[src/sv/tgd_pkg.sv]
// ----------------------------------------------------------------------------
// tgd_pkg: shared types and constants for the touch gesture detector
// Holds gesture-machine codes, event codes, register indexes and the
// state and configuration structs passed between modules.
// ----------------------------------------------------------------------------
package tgd_pkg;

    localparam int unsigned READING_W = 16;
    localparam int unsigned TIME_W    = 32;
    localparam int unsigned CFG_W     = 16;
    localparam int unsigned CFG_IDX_W = 8;
    localparam int unsigned GSTATE_W  = 3;
    localparam int unsigned EVENT_W   = 2;

    // input tdata: touch_reading, time_ms, force_idle, zero fill
    localparam int unsigned IN_DATA_W  = 56;
    // output tdata: gesture, touched_level, zero fill
    localparam int unsigned OUT_DATA_W = 8;

    // gesture machine states
    localparam logic [GSTATE_W-1:0] GS_IDLE     = 3'd0;
    localparam logic [GSTATE_W-1:0] GS_PRESSED  = 3'd1;
    localparam logic [GSTATE_W-1:0] GS_HELD     = 3'd2;
    localparam logic [GSTATE_W-1:0] GS_TAP_WAIT = 3'd3;
    localparam logic [GSTATE_W-1:0] GS_SECOND   = 3'd4;

    // reported events
    localparam logic [EVENT_W-1:0] EV_NONE   = 2'd0;
    localparam logic [EVENT_W-1:0] EV_TAP    = 2'd1;
    localparam logic [EVENT_W-1:0] EV_DOUBLE = 2'd2;
    localparam logic [EVENT_W-1:0] EV_HOLD   = 2'd3;

    // register indexes
    localparam logic [CFG_IDX_W-1:0] REG_THRESHOLD  = 8'd0;
    localparam logic [CFG_IDX_W-1:0] REG_DEBOUNCE   = 8'd1;
    localparam logic [CFG_IDX_W-1:0] REG_HOLD       = 8'd2;
    localparam logic [CFG_IDX_W-1:0] REG_DOUBLE_GAP = 8'd3;

    // register reset values
    localparam logic [CFG_W-1:0] THRESHOLD_RST  = 16'd95;
    localparam logic [CFG_W-1:0] DEBOUNCE_RST   = 16'd20;
    localparam logic [CFG_W-1:0] HOLD_RST       = 16'd1000;
    localparam logic [CFG_W-1:0] DOUBLE_GAP_RST = 16'd400;

    typedef struct packed {
        logic [CFG_W-1:0] touch_cutoff;
        logic [CFG_W-1:0] debounce_time;
        logic [CFG_W-1:0] hold_time;
        logic [CFG_W-1:0] double_tap_gap;
    } tgd_cfg_t;

    typedef struct packed {
        logic                last_raw_level;
        logic [TIME_W-1:0]   debounce_start;
        logic                stable_level;
        logic [GSTATE_W-1:0] gesture_state;
        logic [TIME_W-1:0]   press_start;
        logic [TIME_W-1:0]   release_time;
    } tgd_state_t;

    typedef struct packed {
        logic [READING_W-1:0] touch_reading;
        logic [TIME_W-1:0]    time_ms;
        logic                 force_idle;
    } tgd_sample_t;

    typedef struct packed {
        logic [EVENT_W-1:0] gesture;
        logic               touched_level;
    } tgd_result_t;

endpackage

[src/sv/tgd_cfg_regs.sv]
// ----------------------------------------------------------------------------
// tgd_cfg_regs: configuration register file
// Four 16-bit registers written through a valid/ready channel; writes to
// indexes beyond the list are dropped.
// ----------------------------------------------------------------------------
module tgd_cfg_regs (
    input  logic                         clk,
    input  logic                         rst_n,
    input  logic                         cfg_valid,
    output logic                         cfg_ready,
    input  logic [tgd_pkg::CFG_IDX_W-1:0] cfg_index,
    input  logic [tgd_pkg::CFG_W-1:0]    cfg_data,
    output tgd_pkg::tgd_cfg_t            cfg
);
    import tgd_pkg::*;

    tgd_cfg_t cfg_reg;
    tgd_cfg_t cfg_next;
    logic     wr_en;

    assign cfg_ready = 1'b1;
    assign wr_en     = cfg_valid & cfg_ready;

    always_comb
    begin
        cfg_next = cfg_reg;
        if (wr_en)
        begin
            case (cfg_index)
                REG_THRESHOLD:  cfg_next.touch_cutoff   = cfg_data;
                REG_DEBOUNCE:   cfg_next.debounce_time  = cfg_data;
                REG_HOLD:       cfg_next.hold_time      = cfg_data;
                REG_DOUBLE_GAP: cfg_next.double_tap_gap = cfg_data;
                default:        cfg_next = cfg_reg;
            endcase
        end
    end

    always_ff @(posedge clk or negedge rst_n)
    begin
        if (!rst_n)
        begin
            cfg_reg.touch_cutoff   <= THRESHOLD_RST;
            cfg_reg.debounce_time  <= DEBOUNCE_RST;
            cfg_reg.hold_time      <= HOLD_RST;
            cfg_reg.double_tap_gap <= DOUBLE_GAP_RST;
        end
        else
        begin
            cfg_reg <= cfg_next;
        end
    end

    assign cfg = cfg_reg;

endmodule

[src/sv/tgd_step.sv]
// ----------------------------------------------------------------------------
// tgd_step: per-sample debounce and gesture update
// Combinational next-state and result for one sample given current state.
// ----------------------------------------------------------------------------
module tgd_step (
    input  tgd_pkg::tgd_cfg_t    cfg,
    input  tgd_pkg::tgd_state_t  state,
    input  tgd_pkg::tgd_sample_t sample,
    output tgd_pkg::tgd_state_t  state_next,
    output tgd_pkg::tgd_result_t result
);
    import tgd_pkg::*;

    logic              raw;
    logic [TIME_W-1:0] db_start;
    logic [TIME_W-1:0] db_diff;
    logic [TIME_W-1:0] press_diff;
    logic [TIME_W-1:0] gap_diff;
    logic              db_done;
    logic              hold_done;
    logic              gap_done;
    logic              level;
    logic [EVENT_W-1:0] ev;

    assign raw        = sample.touch_reading < cfg.touch_cutoff;
    // restart the window on any raw level change
    assign db_start   = (raw != state.last_raw_level) ? sample.time_ms : state.debounce_start;
    assign db_diff    = sample.time_ms - db_start;
    assign press_diff = sample.time_ms - state.press_start;
    assign gap_diff   = sample.time_ms - state.release_time;
    assign db_done    = db_diff >= TIME_W'(cfg.debounce_time);
    assign hold_done  = press_diff >= TIME_W'(cfg.hold_time);
    assign gap_done   = gap_diff >= TIME_W'(cfg.double_tap_gap);
    assign level      = db_done ? raw : state.stable_level;

    always_comb
    begin
        state_next                = state;
        state_next.last_raw_level = raw;
        state_next.debounce_start = db_start;
        state_next.stable_level   = level;
        ev                        = EV_NONE;

        case (state.gesture_state)
            GS_PRESSED:
            begin
                if (!level)
                begin
                    state_next.gesture_state = GS_TAP_WAIT;
                    state_next.release_time  = sample.time_ms;
                end
                else if (hold_done)
                begin
                    state_next.gesture_state = GS_HELD;
                end
            end
            GS_HELD:
            begin
                if (!level)
                begin
                    state_next.gesture_state = GS_IDLE;
                    ev                       = EV_HOLD;
                end
            end
            GS_TAP_WAIT:
            begin
                if (level)
                begin
                    state_next.gesture_state = GS_SECOND;
                    state_next.press_start   = sample.time_ms;
                end
                else if (gap_done)
                begin
                    state_next.gesture_state = GS_IDLE;
                    ev                       = EV_TAP;
                end
            end
            GS_SECOND:
            begin
                if (!level)
                begin
                    state_next.gesture_state = GS_IDLE;
                    ev                       = EV_DOUBLE;
                end
                else if (hold_done)
                begin
                    state_next.gesture_state = GS_HELD;
                end
            end
            default:
            begin
                // idle, and unused codes behave as idle
                state_next.gesture_state = GS_IDLE;
                if (level)
                begin
                    state_next.gesture_state = GS_PRESSED;
                    state_next.press_start   = sample.time_ms;
                end
            end
        endcase

        if (sample.force_idle)
        begin
            state_next.gesture_state = GS_IDLE;
        end
    end

    assign result.gesture       = ev;
    assign result.touched_level = level;

endmodule

[src/sv/touch_gesture_detector.sv]
// ----------------------------------------------------------------------------
// touch_gesture_detector: tap / double tap / hold detector for a touch pad
// Debounces a thresholded sensor reading and runs a gesture machine on it.
// ----------------------------------------------------------------------------
// Usage:
//   Input stream (s_*): one sensor sample per transfer, carrying the raw
//   reading, a millisecond timestamp and a force-idle flag.
//   Output stream (m_*): one result per sample, carrying the gesture event
//   (none, tap, double tap, hold) and the debounced touched level.
//   Config channel (cfg_*): write register cfg_index with cfg_data; always
//   ready. Write only while no samples are in flight.
// Path: a sample accepted on the input passes two register stages, the
//   sample register and then the result register, before it shows on m_tvalid.
// Throughput: one sample per cycle while the result stream is not stalled;
//   the input register feeds the step logic, which updates the detector state
//   and the result register in the same cycle, so the state loop closes there.
// Reset: rst_n clears both valid flags and the detector state and loads the
//   register reset values (threshold 95, debounce 20, hold 1000, gap 400).
// Stall: when m_tready is low the result holds; one more sample may wait
//   in the sample register, then s_tready drops until the result transfers.
// ----------------------------------------------------------------------------
module touch_gesture_detector (
    input  logic                          clk,
    input  logic                          rst_n,
    // s_tdata: touch_reading[15:0], time_ms[47:16], force_idle[48], zero[55:49]
    input  logic                          s_tvalid,
    output logic                          s_tready,
    input  logic [tgd_pkg::IN_DATA_W-1:0] s_tdata,
    // m_tdata: gesture[1:0], touched_level[2], zero[7:3]
    output logic                          m_tvalid,
    input  logic                          m_tready,
    output logic [tgd_pkg::OUT_DATA_W-1:0] m_tdata,
    input  logic                          cfg_valid,
    output logic                          cfg_ready,
    input  logic [tgd_pkg::CFG_IDX_W-1:0] cfg_index,
    input  logic [tgd_pkg::CFG_W-1:0]     cfg_data
);
    import tgd_pkg::*;

    tgd_cfg_t    cfg;
    tgd_sample_t sample_reg;
    tgd_sample_t sample_next;
    logic        in_valid_reg;
    logic        in_valid_next;
    tgd_state_t  state_reg;
    tgd_state_t  state_next;
    tgd_state_t  step_state;
    tgd_result_t step_result;
    tgd_result_t result_reg;
    tgd_result_t result_next;
    logic        out_valid_reg;
    logic        out_valid_next;
    logic        out_free;
    logic        process;
    logic        in_xfer;

    tgd_cfg_regs u_cfg (
        .clk       (clk),
        .rst_n     (rst_n),
        .cfg_valid (cfg_valid),
        .cfg_ready (cfg_ready),
        .cfg_index (cfg_index),
        .cfg_data  (cfg_data),
        .cfg       (cfg)
    );

    tgd_step u_step (
        .cfg        (cfg),
        .state      (state_reg),
        .sample     (sample_reg),
        .state_next (step_state),
        .result     (step_result)
    );

    // result slot is free when empty or being drained this cycle
    assign out_free = !out_valid_reg || m_tready;
    // step the held sample whenever the result slot can take it
    assign process  = in_valid_reg && out_free;
    assign s_tready = !in_valid_reg || out_free;
    assign in_xfer  = s_tvalid && s_tready;

    always_comb
    begin
        sample_next   = sample_reg;
        in_valid_next = in_valid_reg;
        if (s_tready)
        begin
            in_valid_next = s_tvalid;
        end
        if (in_xfer)
        begin
            sample_next.touch_reading = s_tdata[15:0];
            sample_next.time_ms       = s_tdata[47:16];
            sample_next.force_idle    = s_tdata[48];
        end
    end

    always_comb
    begin
        state_next     = state_reg;
        result_next    = result_reg;
        out_valid_next = out_valid_reg;
        if (m_tready)
        begin
            out_valid_next = 1'b0;
        end
        if (process)
        begin
            state_next     = step_state;
            result_next    = step_result;
            out_valid_next = 1'b1;
        end
    end

    // control and detector state
    always_ff @(posedge clk or negedge rst_n)
    begin
        if (!rst_n)
        begin
            in_valid_reg  <= 1'b0;
            out_valid_reg <= 1'b0;
            state_reg     <= '{last_raw_level: 1'b0, debounce_start: '0,
                               stable_level: 1'b0, gesture_state: GS_IDLE,
                               press_start: '0, release_time: '0};
        end
        else
        begin
            in_valid_reg  <= in_valid_next;
            out_valid_reg <= out_valid_next;
            state_reg     <= state_next;
        end
    end

    // payload: no reset needed
    always_ff @(posedge clk)
    begin
        sample_reg <= sample_next;
        result_reg <= result_next;
    end

    assign m_tvalid = out_valid_reg;
    assign m_tdata  = {5'b0, result_reg.touched_level, result_reg.gesture};

endmodule

[config.mk]
export PLATFORM = sky130hd
export DESIGN_NAME = touch_gesture_detector
export DESIGN_NICKNAME = d
export VERILOG_FILES = /design/src/sv/tgd_pkg.sv /design/src/sv/tgd_cfg_regs.sv /design/src/sv/tgd_step.sv /design/src/sv/touch_gesture_detector.sv
export SDC_FILE = /design/constraint.sdc
export NUM_CORES = 1
export LEC_CHECK = 0
export BUFFER_PORTS_ARGS = -buffer_cell sky130_fd_sc_hd__buf_4
export CAP_MARGIN = 5
export CORE_ASPECT_RATIO = 1.4
export CORE_MARGIN = 5
export CORE_UTILIZATION = 45
export CTS_CLUSTER_SIZE = 16
export DETAILED_ROUTE_END_ITERATION = 6
export PLACE_DENSITY = 0.58
export SYNTH_ARGS = -nofsm -noshare
export SYNTH_HDL_FRONTEND = slang
export SYNTH_HIERARCHICAL = 1
export SYNTH_SLANG_ARGS = --single-unit
[constraint.sdc]
create_clock -name clk -period 9.4 [get_ports clk]
set_clock_uncertainty 0.15 [all_clocks]
set_input_delay 0.47 -clock clk [delete_from_list [all_inputs] [get_ports clk]]
set_output_delay 0.47 -clock clk [all_outputs]
set_load 0.05 [all_outputs]
# After elaboration in Yosys (flattened, before gate mapping)
# Index checks and enable logic that the tools add are counted.
# classes
addsub	3
n_lt_le_gt_ge	4
eq_ne	10
n_mux	20
n_bitwise	2
reduce_logical	16
# ops
cell	n
>= comparator 32 x 16 -> 1 bit	3
subtractor 32 bit	3
2-to-1 mux 32 bit	2
case mux 32 bit (2 select lines)	1
2-to-1 mux 33 bit	1
2-to-1 mux 3 bit	7
== test 8 x 2 -> 1 bit (second input constant)	2
< comparator 16 bit	1
case mux 3 bit (4 select lines)	1
AND reduction 3 bit	3
== test 8 x 1 -> 1 bit (second input constant)	1
logical NOT 8 bit	1
AND reduction 2 bit	4
== test 3 x 2 -> 1 bit (second input constant)	2
case mux 2 bit (3 select lines)	1
2-to-1 mux 1 bit	5
2-to-1 mux 2 bit	2
inequality test 4 x 2 -> 1 bit (second input constant)	1
== test 3 x 1 -> 1 bit (second input constant)	1
== test 3 bit (second input constant)	1
inequality test 3 bit (second input constant)	1
OR reduction 3 bit	1
logical AND 1 bit	2
logical NOT 1 bit	2
other kinds (4)	6
# totals
reg_bits	219
in_bits	85
out_inout_bits	11

# Longest topological paths before layout
# Gate-level depths: netlist of the first run.
# logic_depth
depth_word	9
ltp_mapped	35
ltp_nobuf	31

# Hierarchy
# The synthesis of the first run kept the hierarchy.
# modules_own_cells
module	instances	cells_each	area_per_inst_um2
tgd_step	1	1281	8773.4
touch_gesture_detector	1	280	5854.4
tgd_cfg_regs	1	142	2507.4

# Least setup slack after synthesis of the first run
# Ideal clock, no wire load.
# synth_path
path_type	register to register
startpoint	register u_cfg.cfg_reg (netlist bit u_cfg/cfg[54])
endpoint	register state_reg[54] (netlist bit)
setup_time_ps	125
arrival_ps	7634
required_ps	9125
setup_slack_ps	1491
stages_incl_launch_ff	35
path_buffers	4
cell_sequence	dfstp_2 inv_1 ha_1 a21o_1 a211oi_1 o31a_2 o211a_4 xnor2_4 clkbuf_1 clkbuf_1 nand2_1 and2_1 ha_1 and3_1 a21oi_1 o21ai_0 or3_1 o311a_1 and2_1 clkbuf_1 a22oi_1 o21ai_0 xnor2_1 ha_1 a2111oi_0 o211ai_1 nor4_1 o311ai_0 nor4_1 nand4_1 mux2i_4 nor3_2 buf_2 mux2_2 mux2_4
# synth_via
elab_chain_len	7
# synth_lines
item	line	rtl
start, declared	tgd_cfg_regs.sv:17	tgd_cfg_t cfg_reg;
start signal, assigned	tgd_cfg_regs.sv:50	cfg_reg <= cfg_next;
< comparator 16 bit *	tgd_step.sv:25	assign raw = sample.touch_reading < cfg.touch_cutoff;
via u_step.raw	tgd_step.sv:14	logic raw;
inequality test 1 bit	tgd_step.sv:27	assign db_start = (raw != state.last_raw_level) ? sample.time_ms : state.debounce_start;
2-to-1 mux 32 bit	tgd_step.sv:27	
subtractor 32 bit	tgd_step.sv:28	assign db_diff = sample.time_ms - db_start;
>= comparator 32 x 16 -> 1 bit	tgd_step.sv:31	assign db_done = db_diff >= TIME_W'(cfg.debounce_time);
2-to-1 mux 1 bit *	tgd_step.sv:34	assign level = db_done ? raw : state.stable_level;
AND reduction 3 bit (no line) *	n/a	
end signal, assigned	touch_gesture_detector.sv:122	state_reg <= '{last_raw_level: 1'b0, debounce_start: '0,
end signal, assigned	touch_gesture_detector.sv:130	state_reg <= state_next;
end, declared	touch_gesture_detector.sv:45	tgd_state_t state_reg;
# Mark *: on every way through the listed nets, which the timed path passes. The rest lies on a longest branch.
# A chain may end at the register's enable or synchronous reset.

==> flow_summary.yaml, run 1 <==
finish:
  area_growth_syn_to_layout_pct: 13.1
  drive_above_1_share_pct: 21.6
  nNetsFinal: 2060
  final_cells: 2312
  antennaDiodeCount: 0
  largest_reg_flops: 101
  utilization_pct: 51.5
  design_area_mm2: 0.0194
timing:
  worst_slack_ns: 0.667
  drv_slew: 0
  hold_violations: 0
  maxSlewHeadroom_pct: 36.0
  setup_viol: 0
  fin_crit_sh_pct: 92.9
  fin_crit_ns: 8.73
  fin_tns_setup_ns: 0
  max_freq_mhz: 115
  tightestPinTransition_ns: 0.960
  rsz0062_at_grt: "no"
  hold_ws_ns: 0.0594
job:
  drv_cap: 0
yosys:
  synth_adder_area_share_pct: 11.8
  avgSynthCellArea_um2: 10.1
  synthCells: 1703
  synth_top_family_by_area: "multiplexers"
  synth_compound_area_share_pct: 14.1
  synth_top_cell_area_share_pct: 21.9
  yosysWarnings: 6
  synth_edf_count: 52
  yosys.area.top_type: "dfrtp_1"
  ys_ff_latch: 219
  synth_mux_area_share_pct: 18.0
  yosysMostFrequentCell: "inv_1"
  synth_common_cells: "inv_1, ha_1, dfrtp_1"
  syn_area_mm2: 0.0171
  synthXorXnorAreaFrac_pct: 3.49
  ys_seq_area_share_pct: 33.6
  ys_types: 89
  ys_async_sr_fraction_pct: 76.3
  synth_flop_cell: "dfrtp_1"
  yosys.area_share.simple_pct: 12.1
  synthTopCellsByArea: "dfrtp_1, ha_1, mux2_4, edfxtp_1, mux2_2"
floorplanning:
  num_rows: 84
  coreArea_mm2: 0.0376
  die_h_um: 241
  die_w_um: 175
  start_util_pct: 45.5
  io_pins: 96
  die-area_mm2: 0.0421
grt:
  first_global_vias: 12895
  grt_overflow: 0
  grt_start_max_net_pins: 98
  grt.total_usage_pct: 20.3
  antenna_found_initial: 0
  grt_pass1_wl_um: 69100
clock_tree:
  cts_num_sinks: 219
  cts.clk_slew.worst_paths_ns: 0.06
  ctsHtreeMaxLevel: 1
  clockBufferDepth: 3
  cts_root_buf: "clkbuf_16"
  cts_setup_buffers: 0
  insertion_delay_ns: 0.55
  cts_tree: "yes"
  cts_made_buffers: 26
drt:
  vias: 12683
  first_pass_iters: 5
  finalWirelength_um: 43500
  via_per_inst: 5.49
  antenna_left: 0
  drt_iter0_markers: 647
  drcViolationCount: 0
  routedWlPerCell_um: 18.8
place:
  port_buffers: 82
  hpwl_um: 32100
  dp_worst_setup_slack_ns: 0.590
  place_inst: 2213
  dpl_cell_area_mm2: 0.0180
  place_congestion: 0.889
setup_path:
  r2r-end: "state_reg[2]"
  rrSetupSlack_ns: 0.67
  worstPathRequired_ns: 9.68
  critPathLaunch: "u_cfg/cfg[54]"
  arrival_ns: 9.01
  cp_slowest_cell: "nand3b_4"
  slowest_delay_ns: 0.61
  critical_path_class: "flip-flop to flip-flop"
  cpMostUsedCell: "ha_1"
  endpoint_kind: "flip-flop"
  crit_end: "state_reg[2]"
  cp-start-kind: "flip-flop"
  crit_fanout: 32
  r2r_cells: 30
  crit-reg2reg-launch: "u_cfg/cfg[54]"
pwr:
  power_density_mw_per_mm2: 301
  total_power_mw: 5.83
  leakagePower_nw: 8.96
  ir_worst_vdd_mv: 0.160
min_path:
  hold_path_class: "input port to flip-flop"
  worstHoldStart: "cfg_data[0]"
status:
  outcome: "complete, no violations"
[area by class of cell]
class,count,area (µm²)
clock buffers,34,731
clock inverters,14,158
fillers,3483,18300
inverters,188,706
multi-input cells,1245,10300
flip-flops and latches,219,5760
well taps,473,592
repair buffers,139,1170
[cells in the final DEF (no fill, tap or decap), drive strengths merged, types with 52 or more instances in the layout]
cell      n
nand2   129
nor2     74
o21ai    86
edfxtp   52
inv     189
mux2    223
ha      153
dfrtp   150
a21oi   101
buf      88
[report_power, final]
group / total (mW) / internal [mW] / leakage [nW] / switching, mW
Combinational: 3.35 / 1.60 / 5.95 / 1.74
Sequential: 1.42 / 1.22 / 2.57 / 0.200
Clock: 1.06 / 0.629 / 0.436 / 0.429
Total: 5.83 / 3.46 / 8.96 / 2.37
[metal layers]
| layer | global-route usage, % | part of all wire, % |
|---|---|---|
| met1 | 24.6 | 43 |
| met2 | 37.9 | 51 |
| met3 | 2.27 | 3.6 |
| met4 | 6.17 | 2.8 |
| met5 | 0 | 0 |
[kinds of logic (layout without fill, tap and decap cells)]
| family | after synthesis | count (layout) |
|---|---|---|
| compound gates | 371 | 371 |
| flops | 219 | 219 |
| mux | 239 | 239 |
| other cells | 2 | 6 |
| buf+inv | 243 | 375 |
| xor+xnor | 64 | 64 |
| fa+ha+maj | 161 | 161 |
| simple gates | 404 | 404 |
[worst min path at each step]
stage | depth (start not counted) | slack (ns) | endpoint
after floorplan | 0 | 0.02 | in_valid_reg
after global placement | 1 | 0.34 | u_cfg/cfg[6]
after detailed placement | 1 | 0.34 | state_reg[91]
after CTS | 2 | 0.03 | u_cfg/cfg[48]
after global routing | 2 | 0.04 | u_cfg/cfg[48]
final | 2 | 0.06 | u_cfg/cfg[48]
[worst max-delay path: cells and delay by family, from the launching register on]
kind	cells	cell delay [ns]
compound gates	12	2.82
simple gates	9	2.51
mux	3	1.19
fa+ha+maj	3	0.95
flops	1	0.52
xor+xnor	2	0.39
buf+inv	1	0.04
[what timing repair did]
action | CTS | global route
hold endpoints to repair | 137 | 0
endpoints found under the setup margin | 0 | 55
hold buffers | 51 | 0
resized for setup | 0 | 1
No activity file was read; power rests on OpenSTA's default activity.
==> run 2, diff against run 1 <==
==> constraint.sdc (replaced) <==
create_clock -name clk -period 9.4 [get_ports clk]
set_clock_uncertainty 0.15 [all_clocks]
set_input_delay 1.41 -clock clk [delete_from_list [all_inputs] [get_ports clk]]
set_output_delay 1.41 -clock clk [all_outputs]
set_load 0.05 [all_outputs]
==> flow_summary.yaml, run 2 (synthesis gave the netlist of run 1 again) <==
status:
  outcome: "complete, no violations"
clock_tree:
  cts_root_buf: "clkbuf_16"
  cts_setup_buffers: 0
  insertion_delay_ns: 0.55
  cts.clk_slew.worst_paths_ns: 0.06
  clockBufferDepth: 3
  cts_resized: 0
  cts_num_sinks: 219
  cts_tree: "yes"
  cts_made_buffers: 26
  holdBufCountCts: 0
  ctsHtreeMaxLevel: 1
setup_path:
  worstPathRequired_ns: 9.68
  crit_fanout: 32
  cpMostUsedCell: "ha_1"
  critPathLaunch: "u_cfg/cfg[54]"
  cp-start-kind: "flip-flop"
  arrival_ns: 9.03
  slowest_delay_ns: 0.61
  critical_path_class: "flip-flop to flip-flop"
  endpoint_kind: "flip-flop"
  cp_slowest_cell: "nand3b_4"
  crit-reg2reg-launch: "u_cfg/cfg[54]"
grt:
  busiest_layer: "met2"
  met2_usage_pct: 36.9
  antenna_found_initial: 0
  grt_pass1_wl_um: 68700
  grt_overflow: 0
  use_met3_pct: 2.73
  first_global_vias: 12773
  grt.total_usage_pct: 20.2
  met1_usage_pct: 24.6
  grt_start_max_net_pins: 65
place:
  place_inst: 2214
  port_buffers: 82
  dp_worst_setup_slack_ns: 0.586
  dpl_cell_area_mm2: 0.0180
  hpwl_um: 32100
  place_congestion: 0.898
finish:
  n_fill_cell: 3497
  seq_area_mm2: 0.00576
  utilization_pct: 49.9
  final_cells: 2262
  drive_above_1_share_pct: 21.9
  nNetsFinal: 2010
  area_growth_syn_to_layout_pct: 9.65
  design_area_mm2: 0.0188
  layout_commonest_cell: "inv_1"
  multi_input_area_mm2: 0.0103
  mostFrequentLayoutCells: "inv_1, ha_1, dfrtp_1"
  largest_reg_flops: 101
  antennaDiodeCount: 0
drt:
  antenna_left: 0
  vias: 12606
  routedWlPerCell_um: 19.0
  finalWirelength_um: 43000
  drt_iter0_markers: 671
  first_pass_iters: 5
  drcViolationCount: 0
  via_per_inst: 5.57
pwr:
  power_density_mw_per_mm2: 304
  switching_share_pct: 41.2
  total_power_mw: 5.71
  power.switching_mw: 2.35
  pwr-share-seq_pct: 24.9
  internal_power_mw: 3.36
  leakagePower_nw: 8.70
  comb_power_share_pct: 58.4
  clkPwrFrac_pct: 16.8
  ir_worst_vdd_mv: 0.167
timing:
  rsz0062_at_grt: "no"
  hold_violations: 0
  fin_tns_setup_ns: 0
  max_freq_mhz: 114
  fin_crit_sh_pct: 93.1
  drv_slew: 0
  hold_ws_ns: 0.351
  tightestPinTransition_ns: 1.06
  worst_slack_ns: 0.650
  fin_crit_ns: 8.75
  maxSlewHeadroom_pct: 29.1
  setup_viol: 0
floorplanning:
  coreArea_mm2: 0.0376
  start_util_pct: 45.5
  die_h_um: 241
  die_w_um: 175
  num_rows: 84
  die-area_mm2: 0.0421
  io_pins: 96
min_path:
  hold_path_class: "flip-flop to flip-flop"
  worstHoldStart: "u_cfg/cfg[18]"
job:
  drv_cap: 0
==> run 2: changes by cell type in the layout (fill, tap and decap cells not counted), sizes merged, moves of 2 or more <==
cell	change
bufinv	-3
clkbuf	+4
clkinv	-2
clkinvlp	+2
dlygate4sd3	-51
==> run 2: worst max-delay path, delay by kind of cell, from the launching register on <==
| kind | cells | cell delay, ns |
|---|---|---|
| mux | 3 | 1.20 |
| xor+xnor | 2 | 0.40 |
| compound gates | 12 | 2.77 |
| simple gates | 9 | 2.53 |
| flops | 1 | 0.53 |
| fa+ha+maj | 3 | 0.95 |
| buf+inv | 1 | 0.05 |
==> run 2: worst paths after layout <==
| kind | endpoint | slack (ns) | depth (start not counted) |
|---|---|---|---|
| setup / recovery | state_reg[13] | 0.65 | 30 |
| hold / removal | u_cfg/cfg[18] | 0.35 | 1 |
| setup reg to reg | state_reg[13] | 0.65 | 30 |
| hold reg to reg | u_cfg/cfg[18] | 0.35 | 1 |
| max in group asynchronous | in_valid_reg | 6.51 | 3 |
| min in group asynchronous | state_reg[37] | 0.69 | 1 |
==> run 2: power by group through the flow <==
stage | Sequential [mW] | Combinational [mW] | Clock, mW
finish | 1.42 | 3.33 | 0.957
global route | 1.45 | 3.74 | 1.03
CTS | 1.42 | 3.32 | 0.990
detailed placement | 1.43 | 3.29 | 0
global placement | 1.42 | 3.24 | 0
floorplan | 1.37 | 2.65 | 0
==> run 2: final cells by class <==
| class | count | share of cell area (%) |
|---|---|---|
| Tap cell | 473 | 3.15 |
| Inverter | 188 | 3.76 |
| Clock inverter | 10 | 0.300 |
| Multi-Input combinational cell | 1245 | 54.6 |
| Timing Repair Buffer | 89 | 3.64 |
| Clock buffer | 38 | 3.92 |
| Sequential cell | 219 | 30.7 |
==> run 2: routing by layer <==
metal / vias to the layer above / share of wire (%)
li1: 6208 / -
met1: 6063 / 42
met2: 265 / 50
met3: 70 / 4.2
met4: 0 / 3.4
met5: - / 0
